--- config.mk ---
export PLATFORM = sky130hd
export DESIGN_NAME = round_robin_poll_list_core
export DESIGN_NICKNAME = d
export VERILOG_FILES = /design/src/rtl/rrpl_pkg.sv /design/src/rtl/rrpl_store.sv /design/src/rtl/rrpl_seq.sv /design/src/rtl/round_robin_poll_list_core.sv
export SDC_FILE = /design/constraint.sdc
export NUM_CORES = 1
export LEC_CHECK = 0
export BUFFER_PORTS_ARGS = -buffer_cell sky130_fd_sc_hd__clkbuf_2
export CELL_PAD_IN_SITES_DETAIL_PLACEMENT = 0
export CELL_PAD_IN_SITES_GLOBAL_PLACEMENT = 1
export CORE_ASPECT_RATIO = 0.5
export CORE_MARGIN = 3
export CORE_UTILIZATION = 54
export DETAILED_ROUTE_END_ITERATION = 8
export PLACE_DENSITY_LB_ADDON = 0.1
export SLEW_MARGIN = 20
export SYNTH_ARGS = -nofsm -noshare
export SYNTH_HDL_FRONTEND = slang
export SYNTH_HIERARCHICAL = 1
export SYNTH_SLANG_ARGS = --single-unit
--- constraint.sdc ---
create_clock -name clk -period 4.3 [get_ports clk]
set_input_delay 0.43 -clock clk [delete_from_list [all_inputs] [get_ports clk]]
set_output_delay 0.43 -clock clk [all_outputs]
set_load 0.02 [all_outputs]
--- src/rtl/rrpl_pkg.sv ---
package rrpl_pkg;

  localparam int MAX_ENTRIES_DEF = 32;
  localparam int ID_W            = 8;
  localparam int KIND_W          = 2;

  localparam logic [KIND_W-1:0] OP_APPEND = 2'd0;
  localparam logic [KIND_W-1:0] OP_REMOVE = 2'd1;
  localparam logic [KIND_W-1:0] OP_NEXT   = 2'd2;
  localparam logic [KIND_W-1:0] OP_CLEAR  = 2'd3;

endpackage

--- src/rtl/rrpl_store.sv ---
module rrpl_store #(
  parameter int DEPTH = rrpl_pkg::MAX_ENTRIES_DEF,
  parameter int AW    = $clog2(DEPTH)
) (
  input  logic                      clk,
  input  logic                      rd_en,
  input  logic [AW-1:0]             rd_addr,
  output logic [rrpl_pkg::ID_W-1:0] rd_data,
  input  logic                      wr_en,
  input  logic [AW-1:0]             wr_addr,
  input  logic [rrpl_pkg::ID_W-1:0] wr_data
);
  import rrpl_pkg::*;

  logic [ID_W-1:0] mem [DEPTH];

  always_ff @(posedge clk) begin
    if (wr_en) begin
      mem[wr_addr] <= wr_data;
    end
  end

  always_ff @(posedge clk) begin
    if (rd_en) begin
      rd_data <= mem[rd_addr];
    end
  end

endmodule

--- src/rtl/rrpl_seq.sv ---
module rrpl_seq #(
  parameter int MAX_ENTRIES = rrpl_pkg::MAX_ENTRIES_DEF,
  parameter int IDX_W       = $clog2(MAX_ENTRIES),
  parameter int CNT_W       = $clog2(MAX_ENTRIES + 1)
) (
  input  logic                        clk,
  input  logic                        rst,
  input  logic                        in_valid,
  output logic                        in_stall,
  input  logic [rrpl_pkg::KIND_W-1:0] kind,
  input  logic [rrpl_pkg::ID_W-1:0]   ident,
  output logic                        rd_en,
  output logic [IDX_W-1:0]            rd_addr,
  input  logic [rrpl_pkg::ID_W-1:0]   rd_data,
  output logic                        wr_en,
  output logic [IDX_W-1:0]            wr_addr,
  output logic [rrpl_pkg::ID_W-1:0]   wr_data,
  output logic                        res_valid,
  input  logic                        res_ready,
  output logic [rrpl_pkg::ID_W-1:0]   res_ident,
  output logic                        res_ok,
  output logic [CNT_W-1:0]            res_count
);
  import rrpl_pkg::*;

  localparam logic [2:0] S_IDLE  = 3'd0;
  localparam logic [2:0] S_SCAN  = 3'd1;
  localparam logic [2:0] S_SHIFT = 3'd2;
  localparam logic [2:0] S_FETCH = 3'd3;
  localparam logic [2:0] S_DONE  = 3'd4;

  localparam logic [CNT_W-1:0] FULL = CNT_W'(MAX_ENTRIES);
  localparam logic [CNT_W-1:0] ONE  = CNT_W'(1);
  localparam logic [CNT_W-1:0] TWO  = CNT_W'(2);

  logic [2:0]        state, state_next;
  logic [CNT_W-1:0]  count, count_next;
  logic [IDX_W-1:0]  cursor, cursor_next;
  logic [CNT_W-1:0]  rd_idx, rd_idx_next;
  logic              pend;
  logic [KIND_W-1:0] op;
  logic [ID_W-1:0]   id;
  logic [ID_W-1:0]   res_ident_next;
  logic              res_ok_next;

  logic              scan_issue;
  logic [CNT_W-1:0]  pend_idx;
  logic [CNT_W-1:0]  wr_idx;
  logic [IDX_W-1:0]  fetch_idx;
  logic [CNT_W-1:0]  fetch_inc;

  assign in_stall  = (state != S_IDLE);
  assign res_valid = (state == S_DONE);
  assign res_count = count;

  // reads are issued the cycle before their compare/write-back
  assign scan_issue = ((state == S_SCAN) || (state == S_SHIFT)) && (rd_idx < count);
  assign pend_idx   = rd_idx - ONE;
  assign wr_idx     = rd_idx - TWO;
  assign fetch_idx  = (CNT_W'(cursor) >= count) ? '0 : cursor;
  assign fetch_inc  = CNT_W'(fetch_idx) + ONE;

  always_comb begin
    state_next     = state;
    count_next     = count;
    cursor_next    = cursor;
    rd_idx_next    = rd_idx;
    res_ident_next = res_ident;
    res_ok_next    = res_ok;
    rd_en          = 1'b0;
    rd_addr        = rd_idx[IDX_W-1:0];
    wr_en          = 1'b0;
    wr_addr        = count[IDX_W-1:0];
    wr_data        = id;
    case (state)
      S_IDLE: begin
        if (in_valid) begin
          rd_idx_next    = '0;
          res_ident_next = '0;
          res_ok_next    = 1'b0;
          case (kind)
            OP_APPEND: begin
              if (count == FULL) begin
                state_next = S_DONE;
              end else if (count == '0) begin
                wr_en       = 1'b1;
                wr_data     = ident;
                count_next  = count + ONE;
                res_ok_next = 1'b1;
                state_next  = S_DONE;
              end else begin
                state_next = S_SCAN;
              end
            end
            OP_REMOVE: begin
              state_next = (count == '0) ? S_DONE : S_SCAN;
            end
            OP_NEXT: begin
              if (count == '0) begin
                state_next = S_DONE;
              end else begin
                rd_en      = 1'b1;
                rd_addr    = fetch_idx;
                state_next = S_FETCH;
              end
            end
            default: begin
              count_next  = '0;
              cursor_next = '0;
              res_ok_next = 1'b1;
              state_next  = S_DONE;
            end
          endcase
        end
      end
      S_SCAN: begin
        if (scan_issue) begin
          rd_en       = 1'b1;
          rd_idx_next = rd_idx + ONE;
        end
        if (pend) begin
          if (rd_data == id) begin
            // remove: read of the following entry is already in flight
            state_next = (op == OP_REMOVE) ? S_SHIFT : S_DONE;
          end else if (pend_idx == count - ONE) begin
            if (op == OP_APPEND) begin
              wr_en       = 1'b1;
              count_next  = count + ONE;
              res_ok_next = 1'b1;
            end
            state_next = S_DONE;
          end
        end
      end
      S_SHIFT: begin
        if (scan_issue) begin
          rd_en       = 1'b1;
          rd_idx_next = rd_idx + ONE;
        end
        if (pend) begin
          wr_en   = 1'b1;
          wr_addr = wr_idx[IDX_W-1:0];
          wr_data = rd_data;
        end else begin
          count_next = count - ONE;
          if (CNT_W'(cursor) >= count - ONE) begin
            cursor_next = '0;
          end
          res_ok_next = 1'b1;
          state_next  = S_DONE;
        end
      end
      S_FETCH: begin
        res_ident_next = rd_data;
        res_ok_next    = 1'b1;
        cursor_next    = (fetch_inc >= count) ? '0 : fetch_inc[IDX_W-1:0];
        state_next     = S_DONE;
      end
      S_DONE: begin
        if (res_ready) begin
          state_next = S_IDLE;
        end
      end
      default: begin
        state_next = S_IDLE;
      end
    endcase
  end

  always_ff @(posedge clk) begin
    if (rst) begin
      state  <= S_IDLE;
      count  <= '0;
      cursor <= '0;
      pend   <= 1'b0;
    end else begin
      state  <= state_next;
      count  <= count_next;
      cursor <= cursor_next;
      pend   <= scan_issue;
    end
  end

  always_ff @(posedge clk) begin
    rd_idx    <= rd_idx_next;
    res_ident <= res_ident_next;
    res_ok    <= res_ok_next;
    if (state == S_IDLE && in_valid) begin
      op <= kind;
      id <= ident;
    end
  end

endmodule

--- src/rtl/round_robin_poll_list_core.sv ---
// Round-robin poll list: ordered list of unique 8-bit identifiers.
// Input channel (in_valid/in_stall) carries kind and ident; kind selects
// append, remove, next or clear. Output channel (out_valid/out_stall)
// returns exactly one result per input: ident_out, ok and list_count.
// Items are handled one at a time; in_stall is high while an item is
// in progress. Clear, append to a full list, and any operation on an
// empty list finish with no scan; next does one entry-memory read;
// append, or remove of an unlisted identifier, scans the entry memory
// at one read per cycle; remove of a listed identifier scans and then
// shifts the later entries down by write-back.
// The result sits in an output register; the next item is accepted while
// it waits. When out_stall holds, a further result waits inside the
// sequencer and input stays stalled until the register drains.
// Reset empties the list and zeroes the cursor at once; no clearing pass.
module round_robin_poll_list_core #(
  parameter int MAX_ENTRIES = rrpl_pkg::MAX_ENTRIES_DEF,
  parameter int IDX_W       = $clog2(MAX_ENTRIES),
  parameter int CNT_W       = $clog2(MAX_ENTRIES + 1)
) (
  input  logic                        clk,
  input  logic                        rst,
  input  logic                        in_valid,
  output logic                        in_stall,
  input  logic [rrpl_pkg::KIND_W-1:0] kind,
  input  logic [rrpl_pkg::ID_W-1:0]   ident,
  output logic                        out_valid,
  input  logic                        out_stall,
  output logic [rrpl_pkg::ID_W-1:0]   ident_out,
  output logic                        ok,
  output logic [CNT_W-1:0]            list_count
);
  import rrpl_pkg::*;

  logic             rd_en;
  logic [IDX_W-1:0] rd_addr;
  logic [ID_W-1:0]  rd_data;
  logic             wr_en;
  logic [IDX_W-1:0] wr_addr;
  logic [ID_W-1:0]  wr_data;
  logic             res_valid;
  logic             res_ready;
  logic [ID_W-1:0]  res_ident;
  logic             res_ok;
  logic [CNT_W-1:0] res_count;

  rrpl_store #(
    .DEPTH (MAX_ENTRIES),
    .AW    (IDX_W)
  ) u_store (
    .clk     (clk),
    .rd_en   (rd_en),
    .rd_addr (rd_addr),
    .rd_data (rd_data),
    .wr_en   (wr_en),
    .wr_addr (wr_addr),
    .wr_data (wr_data)
  );

  rrpl_seq #(
    .MAX_ENTRIES (MAX_ENTRIES),
    .IDX_W       (IDX_W),
    .CNT_W       (CNT_W)
  ) u_seq (
    .clk       (clk),
    .rst       (rst),
    .in_valid  (in_valid),
    .in_stall  (in_stall),
    .kind      (kind),
    .ident     (ident),
    .rd_en     (rd_en),
    .rd_addr   (rd_addr),
    .rd_data   (rd_data),
    .wr_en     (wr_en),
    .wr_addr   (wr_addr),
    .wr_data   (wr_data),
    .res_valid (res_valid),
    .res_ready (res_ready),
    .res_ident (res_ident),
    .res_ok    (res_ok),
    .res_count (res_count)
  );

  assign res_ready = !out_valid || !out_stall;

  always_ff @(posedge clk) begin
    if (rst) begin
      out_valid <= 1'b0;
    end else if (res_valid && res_ready) begin
      out_valid <= 1'b1;
    end else if (!out_stall) begin
      out_valid <= 1'b0;
    end
  end

  always_ff @(posedge clk) begin
    if (res_valid && res_ready) begin
      ident_out  <= res_ident;
      ok         <= res_ok;
      list_count <= res_count;
    end
  end

endmodule

==> run metrics, run 1 <==
status complete, no violations; clock-pin slew on the worst setup and hold paths 70 ps; r2r endpoint u_store/mem[9][1]; Post-Syn Area 13900 µm²; Adder-Cell Fraction of Synth Area 3.15%; Worst Path Max Fanout 8; Setup crit end u_store/mem[9][1]; Post-synth EDFFs 304; Setup crit start kind flop; Post-Synth XOR/XNOR Area 1.90%; Avg Synthesized Cell Area 17.2 µm²; highest-count cells in the layout ignoring fill and taps edfxtp_1, mux4_2, nor2_1, buf_4, nand2_1; Worst Max-Slew Pin Slew 1240 ps; via density per instance 6.12; Final Max Slew Viols 0; Synth area leader edfxtp_1; initial antenna violation count 1; CTS HTree Levels 1; Synth area leaders edfxtp_1, mux4_2, ha_1, dfxtp_1, nor2_1; GRT Total Usage 23.3%; PD cells 549 nW/µm²; DR vias 7655; DRT Pass-1 Iters 5; final hold violations 0; Setup CP Type flop to flop; Yosys top cell area share 65.7%; Post-synth top flop edfxtp_1; synth warn 6; gpl congestion 0.830; port bufs 30; sequential share of the synthesized area 68.0%; period utilization 91.5%; post-synth net total 857; largest family of logic cells by synthesized area multiplexers; VDD IR max 0.313 mV; initial DRC count 814; commonest non-fill, non-tap cell in the layout edfxtp_1; fraction of registers with async set/reset 0%; total wire length 31200 µm; Post-Place Cells 1200; Layout Cells excl Fill 1250; fmax 254 MHz; clk_skew 28.2 ps; Synth cell types 62; gate count after technology mapping 808; setup_tns 0 ps; CP endpoint kind flop; #FFs+latches synth 320; hold buffer count at CTS 0; # DRC 0; Reg2Reg Setup Slack 370 ps; Core Region 24600 µm²; Post-CTS Setup Repair Bufs 0; cells on worst reg2reg path 10; dpl hpwl 20700 µm; Rel. slew slack 16.8%; Rows 40; total power 8.67 mW; Final ANT Viol Nets 0; crit path DAT 4190 ps; Worst Setup SP u_seq/res_count[1]; Final setup viols 0; grt ovf 0; CTS tree done; pin count of the biggest net entering global routing 33; # diodes 0; R2R Path Start u_seq/res_count[1]; mux share of post-synthesis cell area 14.0%; Clock Sinks 320; I/O Pins 31; die area 27800 µm²; CP Data Required Time 4560 ps; DR WL/cell 25.0 µm; min cycle time layout 3930 ps; RSZ-0062 raised after global routing no; Hold/Removal Path Class input port to flop; Clock Path Buffers 3; TritonCTS Buffers 28; synthesis-to-layout area growth 13.6%; Die H 119 µm; Starting Density 56.4%; Clock Latency Late Sink 570 ps; leakage power 5.37 nW; NumNets Final 943; CTS root buf clkbuf_16; Synth Area in Simple Gates 6.59%; Die Wd 233 µm; number of max-cap violations 0; CTS resizes 0; vias in the first global route 7528; area fraction in compound gates after synthesis 4.48%; share of cells above drive strength 1 26.9%; first-pass GRT wire length 47600 µm
## power breakdown
part / total [mW] / internal, mW / switching, mW
Combinational: 2.23 / 0.953 / 1.27
Clock: 2.60 / 1.47 / 1.12
Sequential: 3.84 / 3.75 / 0.0931
## Yosys cell counts (8+ instances only)
| cell type | number |
|---|---|
| clkbuf_1 | 17 |
| nand3_1 | 9 |
| mux2_2 | 10 |
| mux4_2 | 80 |
| a21oi_1 | 14 |
| and3_1 | 11 |
| inv_1 | 23 |
| edfxtp_1 | 304 |
| nor2_1 | 73 |
| ha_1 | 35 |
| dfxtp_1 | 16 |
| a22oi_1 | 11 |
| o21ai_0 | 21 |
| xnor2_1 | 19 |
| nand2_1 | 45 |
| nor3_1 | 8 |
## sequential cells by signal, indices dropped and copies added, names as in the netlist
register,flops
u_seq/pend,1
u_seq/res_count,6
u_seq/op,2
u_store/mem,256
u_seq/res_ident,8
list_count,6
u_seq/id,8
u_seq/state,3
u_seq/rd_idx,6
out_valid,1
u_store/rd_data,8
u_seq/cursor,5
ok,1
ident_out,8
u_seq/res_ok,1
## logic make-up (layout without fill, tap and decap cells)
logic type      Yosys count  count (layout)
simple gates            189             189
compound gates           87              87
xor+xnor                 27              27
mux                      92              92
buf+inv                  58             164
flops                   320             320
fa+ha+maj                35              35
## metrics by stage
| step | cell area [µm²] | hold WS (ps) | worst slack [ps] | utilization, % |
|---|---|---|---|---|
| 6_report | 15800 | 76.9 | 367 | 64.0 |
| 5_1_grt | 15800 | 51.2 | 166 | 64.0 |
| 4_1_cts | 15800 | 54.7 | 394 | 64.0 |
| 3_5_place_dp | 14800 | 405 | 405 | 60.2 |
| 3_3_place_gp | 14800 | 404 | 405 | 60.2 |
| 2_1_floorplan | 13900 | 400 | 624 | - |
## worst max-delay path: stages (launching register included)
cell and delay, ps:
dfxtp_1 330, inv_1 130, ha_1 280, nor3b_2 180
xnor2_1 390, xnor2_1 170, nand4_1 360, o31ai_1 690
nand3b_1 490, nor2_1 390, buf_4 230
## how the worst min path moves through the flow
stage / from / end / depth (start not counted)
finish: ident[0] / u_seq/id[0] / 1
global route: ident[1] / u_seq/id[1] / 1
CTS: ident[0] / u_seq/id[0] / 1
detailed placement: u_seq/res_ident[7] / ident_out[7] / 0
global placement: u_seq/res_ident[2] / ident_out[2] / 0
floorplan: u_seq/res_ident[0] / ident_out[0] / 0
## routing by layer
layer	part of all wire, %	track usage, %
met4	1.7	4.03
met5	0	0
met1	45	35.8
met2	44	34.1
met3	9.2	6.41
## layout make-up
type / instances / area [µm²]
flip-flops and latches: 320 / 9450
fillers: 1773 / 8850
multi-input cells: 430 / 4200
clock buffers: 32 / 736
repair buffers: 91 / 671
well taps: 336 / 420
clock inverters: 18 / 209
inverters: 23 / 86.3
Note: power is estimated with default switching activity, not from simulation.
==> run 2: changes to the inputs <==
--- a/config.mk
+++ b/config.mk
@@ -5,16 +5,16 @@
 export SDC_FILE = /design/constraint.sdc
 export NUM_CORES = 1
 export LEC_CHECK = 0
-export BUFFER_PORTS_ARGS = -buffer_cell sky130_fd_sc_hd__clkbuf_2
 export CELL_PAD_IN_SITES_DETAIL_PLACEMENT = 0
 export CELL_PAD_IN_SITES_GLOBAL_PLACEMENT = 1
 export CORE_ASPECT_RATIO = 0.5
 export CORE_MARGIN = 3
-export CORE_UTILIZATION = 54
+export CORE_UTILIZATION = 53
 export DETAILED_ROUTE_END_ITERATION = 8
+export DONT_BUFFER_PORTS = 1
 export PLACE_DENSITY_LB_ADDON = 0.1
+export SKIP_CTS_REPAIR_TIMING = 1
 export SLEW_MARGIN = 20
 export SYNTH_ARGS = -nofsm -noshare
 export SYNTH_HDL_FRONTEND = slang
-export SYNTH_HIERARCHICAL = 1
 export SYNTH_SLANG_ARGS = --single-unit
==> run 2 against run 1 <==
  * Maximum frequency about the same
  * Highest routed layer unchanged
  * Clock power about the same
  * Design area about the same
  * Largest power group unchanged
  * Hold slack worse by 4.0 ps
  * Global-route usage up 1.8 points
  * Non-clock buffer count down 17
  * Core utilization down 2.3 points
==> run metrics, run 2 <==
Rows 41 (+2.5%); Synth cell types 56 (-9.7%); CTS HTree Levels 1 (unchanged); Top reg by flops u_store.mem; post-synth net total 1162 (+36%); Die H 121 µm (+1.2%); crit path DAT 3900 ps (-290 ps); #FFs+latches synth 320 (unchanged); placed instance area 14700 µm² (-0.55%); total wire length 35900 µm (+15%); final hold violations 0 (unchanged); share of cells above drive strength 1 10.3% (-17 points); final cell area excluding filler cells 15800 µm² (about the same); Worst Max-Slew Pin Slew 1010 ps (-228 ps); Post-Synth XOR/XNOR Area 2.17% (+0.27 points); Hold/Removal Path Class input port to flop; clk_skew 24.1 ps (-4.09 ps); Synth area leaders edfxtp_1, nand2_1, nand3_1, ha_1, dfxtp_1; commonest non-fill, non-tap cell in the layout edfxtp_1; Adder-Cell Fraction of Synth Area 2.95% (-0.20 points); Post-synth top flop edfxtp_1; via density per instance 6.10 (-0.36%); initial antenna violation count 0 (-1); fmax 254 MHz (about the same); area fraction in compound gates after synthesis 8.29% (+3.8 points); synth warn 0 (-6); largest family of logic cells by synthesized area simple AND/OR/NAND/NOR gates; count leader, synth edfxtp_1; I/O Pins 31 (unchanged); total power 7.21 mW (-17%); CP Data Required Time 4270 ps (-290 ps); # DRC 0 (unchanged); mux share of post-synthesis cell area 1.72% (-12 points); initial DRC count 1122 (+38%); PD cells 457 nW/µm² (-17%); NumNets Final 1210 (+28%); Setup CP Type flop to flop; highest-count cells in the layout ignoring fill and taps edfxtp_1, nand2_1, nand3_1, nor2_1, buf_4; CTS tree done; die area 28500 µm² (+2.4%); Final ANT Viol Nets 0 (unchanged); grt ovf 0 (unchanged); status complete, no violations; Final Max Slew Viols 0 (unchanged); first-pass GRT wire length 54200 µm (+14%); fraction of registers with async set/reset 0% (unchanged); sequential share of the synthesized area 67.6% (-0.43 points); TritonCTS Buffers 28 (unchanged); Layout Cells excl Fill 1529 (+22%); Avg Synthesized Cell Area 12.5 µm² (-27%); Post-Place Cells 1466 (+22%); Synth area leader edfxtp_1; clock-pin slew on the worst setup and hold paths 70 ps (about the same); gpl congestion 0.905 (+9.1%); hold_ws 72.9 ps (-3.98 ps); min cycle time layout 3930 ps (-3.53 ps); number of max-cap violations 0 (unchanged); DRT Pass-1 Iters 6 (+1); pin count of the biggest net entering global routing 61 (+85%); vias in the first global route 8964 (+19%); CP endpoint kind flop; Setup crit start kind flop; Clock Sinks 320 (unchanged); DR WL/cell 23.5 µm (-6.0%); synthesis-to-layout area growth 12.9%; port bufs 0 (-100%); Starting Density 54.7% (-1.7 points); Worst Path Max Fanout 32 (+24); Die Wd 236 µm (+1.2%); GRT Total Usage 25.1% (+1.8 points); Clock Latency Late Sink 570 ps (about the same); Final setup viols 0 (unchanged); Post-synth EDFFs 304 (unchanged); setup_tns 0 ps (unchanged); leakage power 5.40 nW (+0.55%); Clock Path Buffers 3 (unchanged); Yosys top cell area share 65.3% (-0.41 points); CTS root buf clkbuf_16; Post-Syn Area 14000 µm² (+0.63%); dpl hpwl 23000 µm (+11%); VDD IR max 0.346 mV (+11%); # diodes 0 (unchanged); gate count after technology mapping 1115 (+38%); Core Region 25500 µm² (+3.8%); period utilization 91.4% (about the same); Rel. slew slack 32.5% (+16 points); Synth Area in Simple Gates 14.6% (+8.0 points); max FFs per register 256 (unchanged); RSZ-0062 raised after global routing no; DR vias 9330 (+22%); top cell types by occurrence after synthesis edfxtp_1, nand2_1, nand3_1, nor2_1, a31oi_1
-- run 2: cell count changes after synthesis, moves of 9 or more --
cell,before,now
nand2_1,45,229
nand3_1,9,90
mux4_2,80,0
a31oi_1,1,36
a32oi_1,0,26
mux2i_1,1,24
buf_2,4,21
clkbuf_1,17,27
mux2_2,10,0
a22oi_1,11,2
and3_1,11,2
nor3_1,8,17
-- run 2: layer usage --
metal / routed length (µm) / GRT usage, % / up-vias
met1: 16000 / 37.3 / 4568
met3: 3690 / 6.36 / 56
met2: 15400 / 37.4 / 461
li1: - / - / 4245
met5: 0 / 0 / -
met4: 884 / 6.30 / 0
-- run 2: kinds of logic (layout without fill, tap and decap cells) --
logic type                 Yosys count  after routing
DFF                                320            320
adders and majority gates           33             33
AOI/OAI and AO/OA                  160            160
buffers and inverters               84            154
and+or+nand+nor                    461            461
muxes                               24             24
xor gates and xnor gates            33             33
-- run 2: worst max-delay path, stage by stage, from the launching register on --
cell	delay (ps)
dfxtp_1	310
inv_1	260
ha_1	310
nor3b_1	330
nand4_1	260
o21ai_0	320
nand2_1	270
a222oi_1	420
clkinv_1	850
-- run 2: worst paths after layout --
check	start	endpoint	slack, ps	depth (start not counted)
max reg2reg	u_seq.res_count[1]	u_store.mem[26][5]	370	8
min reg2reg	u_seq.res_ident[2]	ident_out[2]	420	0
max	u_seq.res_count[1]	u_store.mem[26][5]	370	8
min	out_stall	out_valid	70	2
-- run 2: through the flow --
stage | util [%] | setup WS, ps
after floorplan | - | 903
after global placement | 57.7 | 280
after detailed placement | 57.7 | 259
after CTS | 61.3 | 246
after global routing | 61.8 | 9.47
final | 61.8 | 371
-- run 2: report_power, final --
group,total (mW),switching (mW),internal [mW]
sequential,3.61,0.0589,3.56
combinational,1.02,0.705,0.314
clock,2.57,1.14,1.44
total,7.21,1.90,5.31
-- run 2: area by class of cell --
class	instances	area (µm²)
Fill cell	1985	9770
Sequential cell	320	9450
Inverter	28	113
Tap cell	344	430
Clock buffer	30	708
Clock inverter	22	219
Timing Repair Buffer	74	633
Multi-Input combinational cell	711	4230
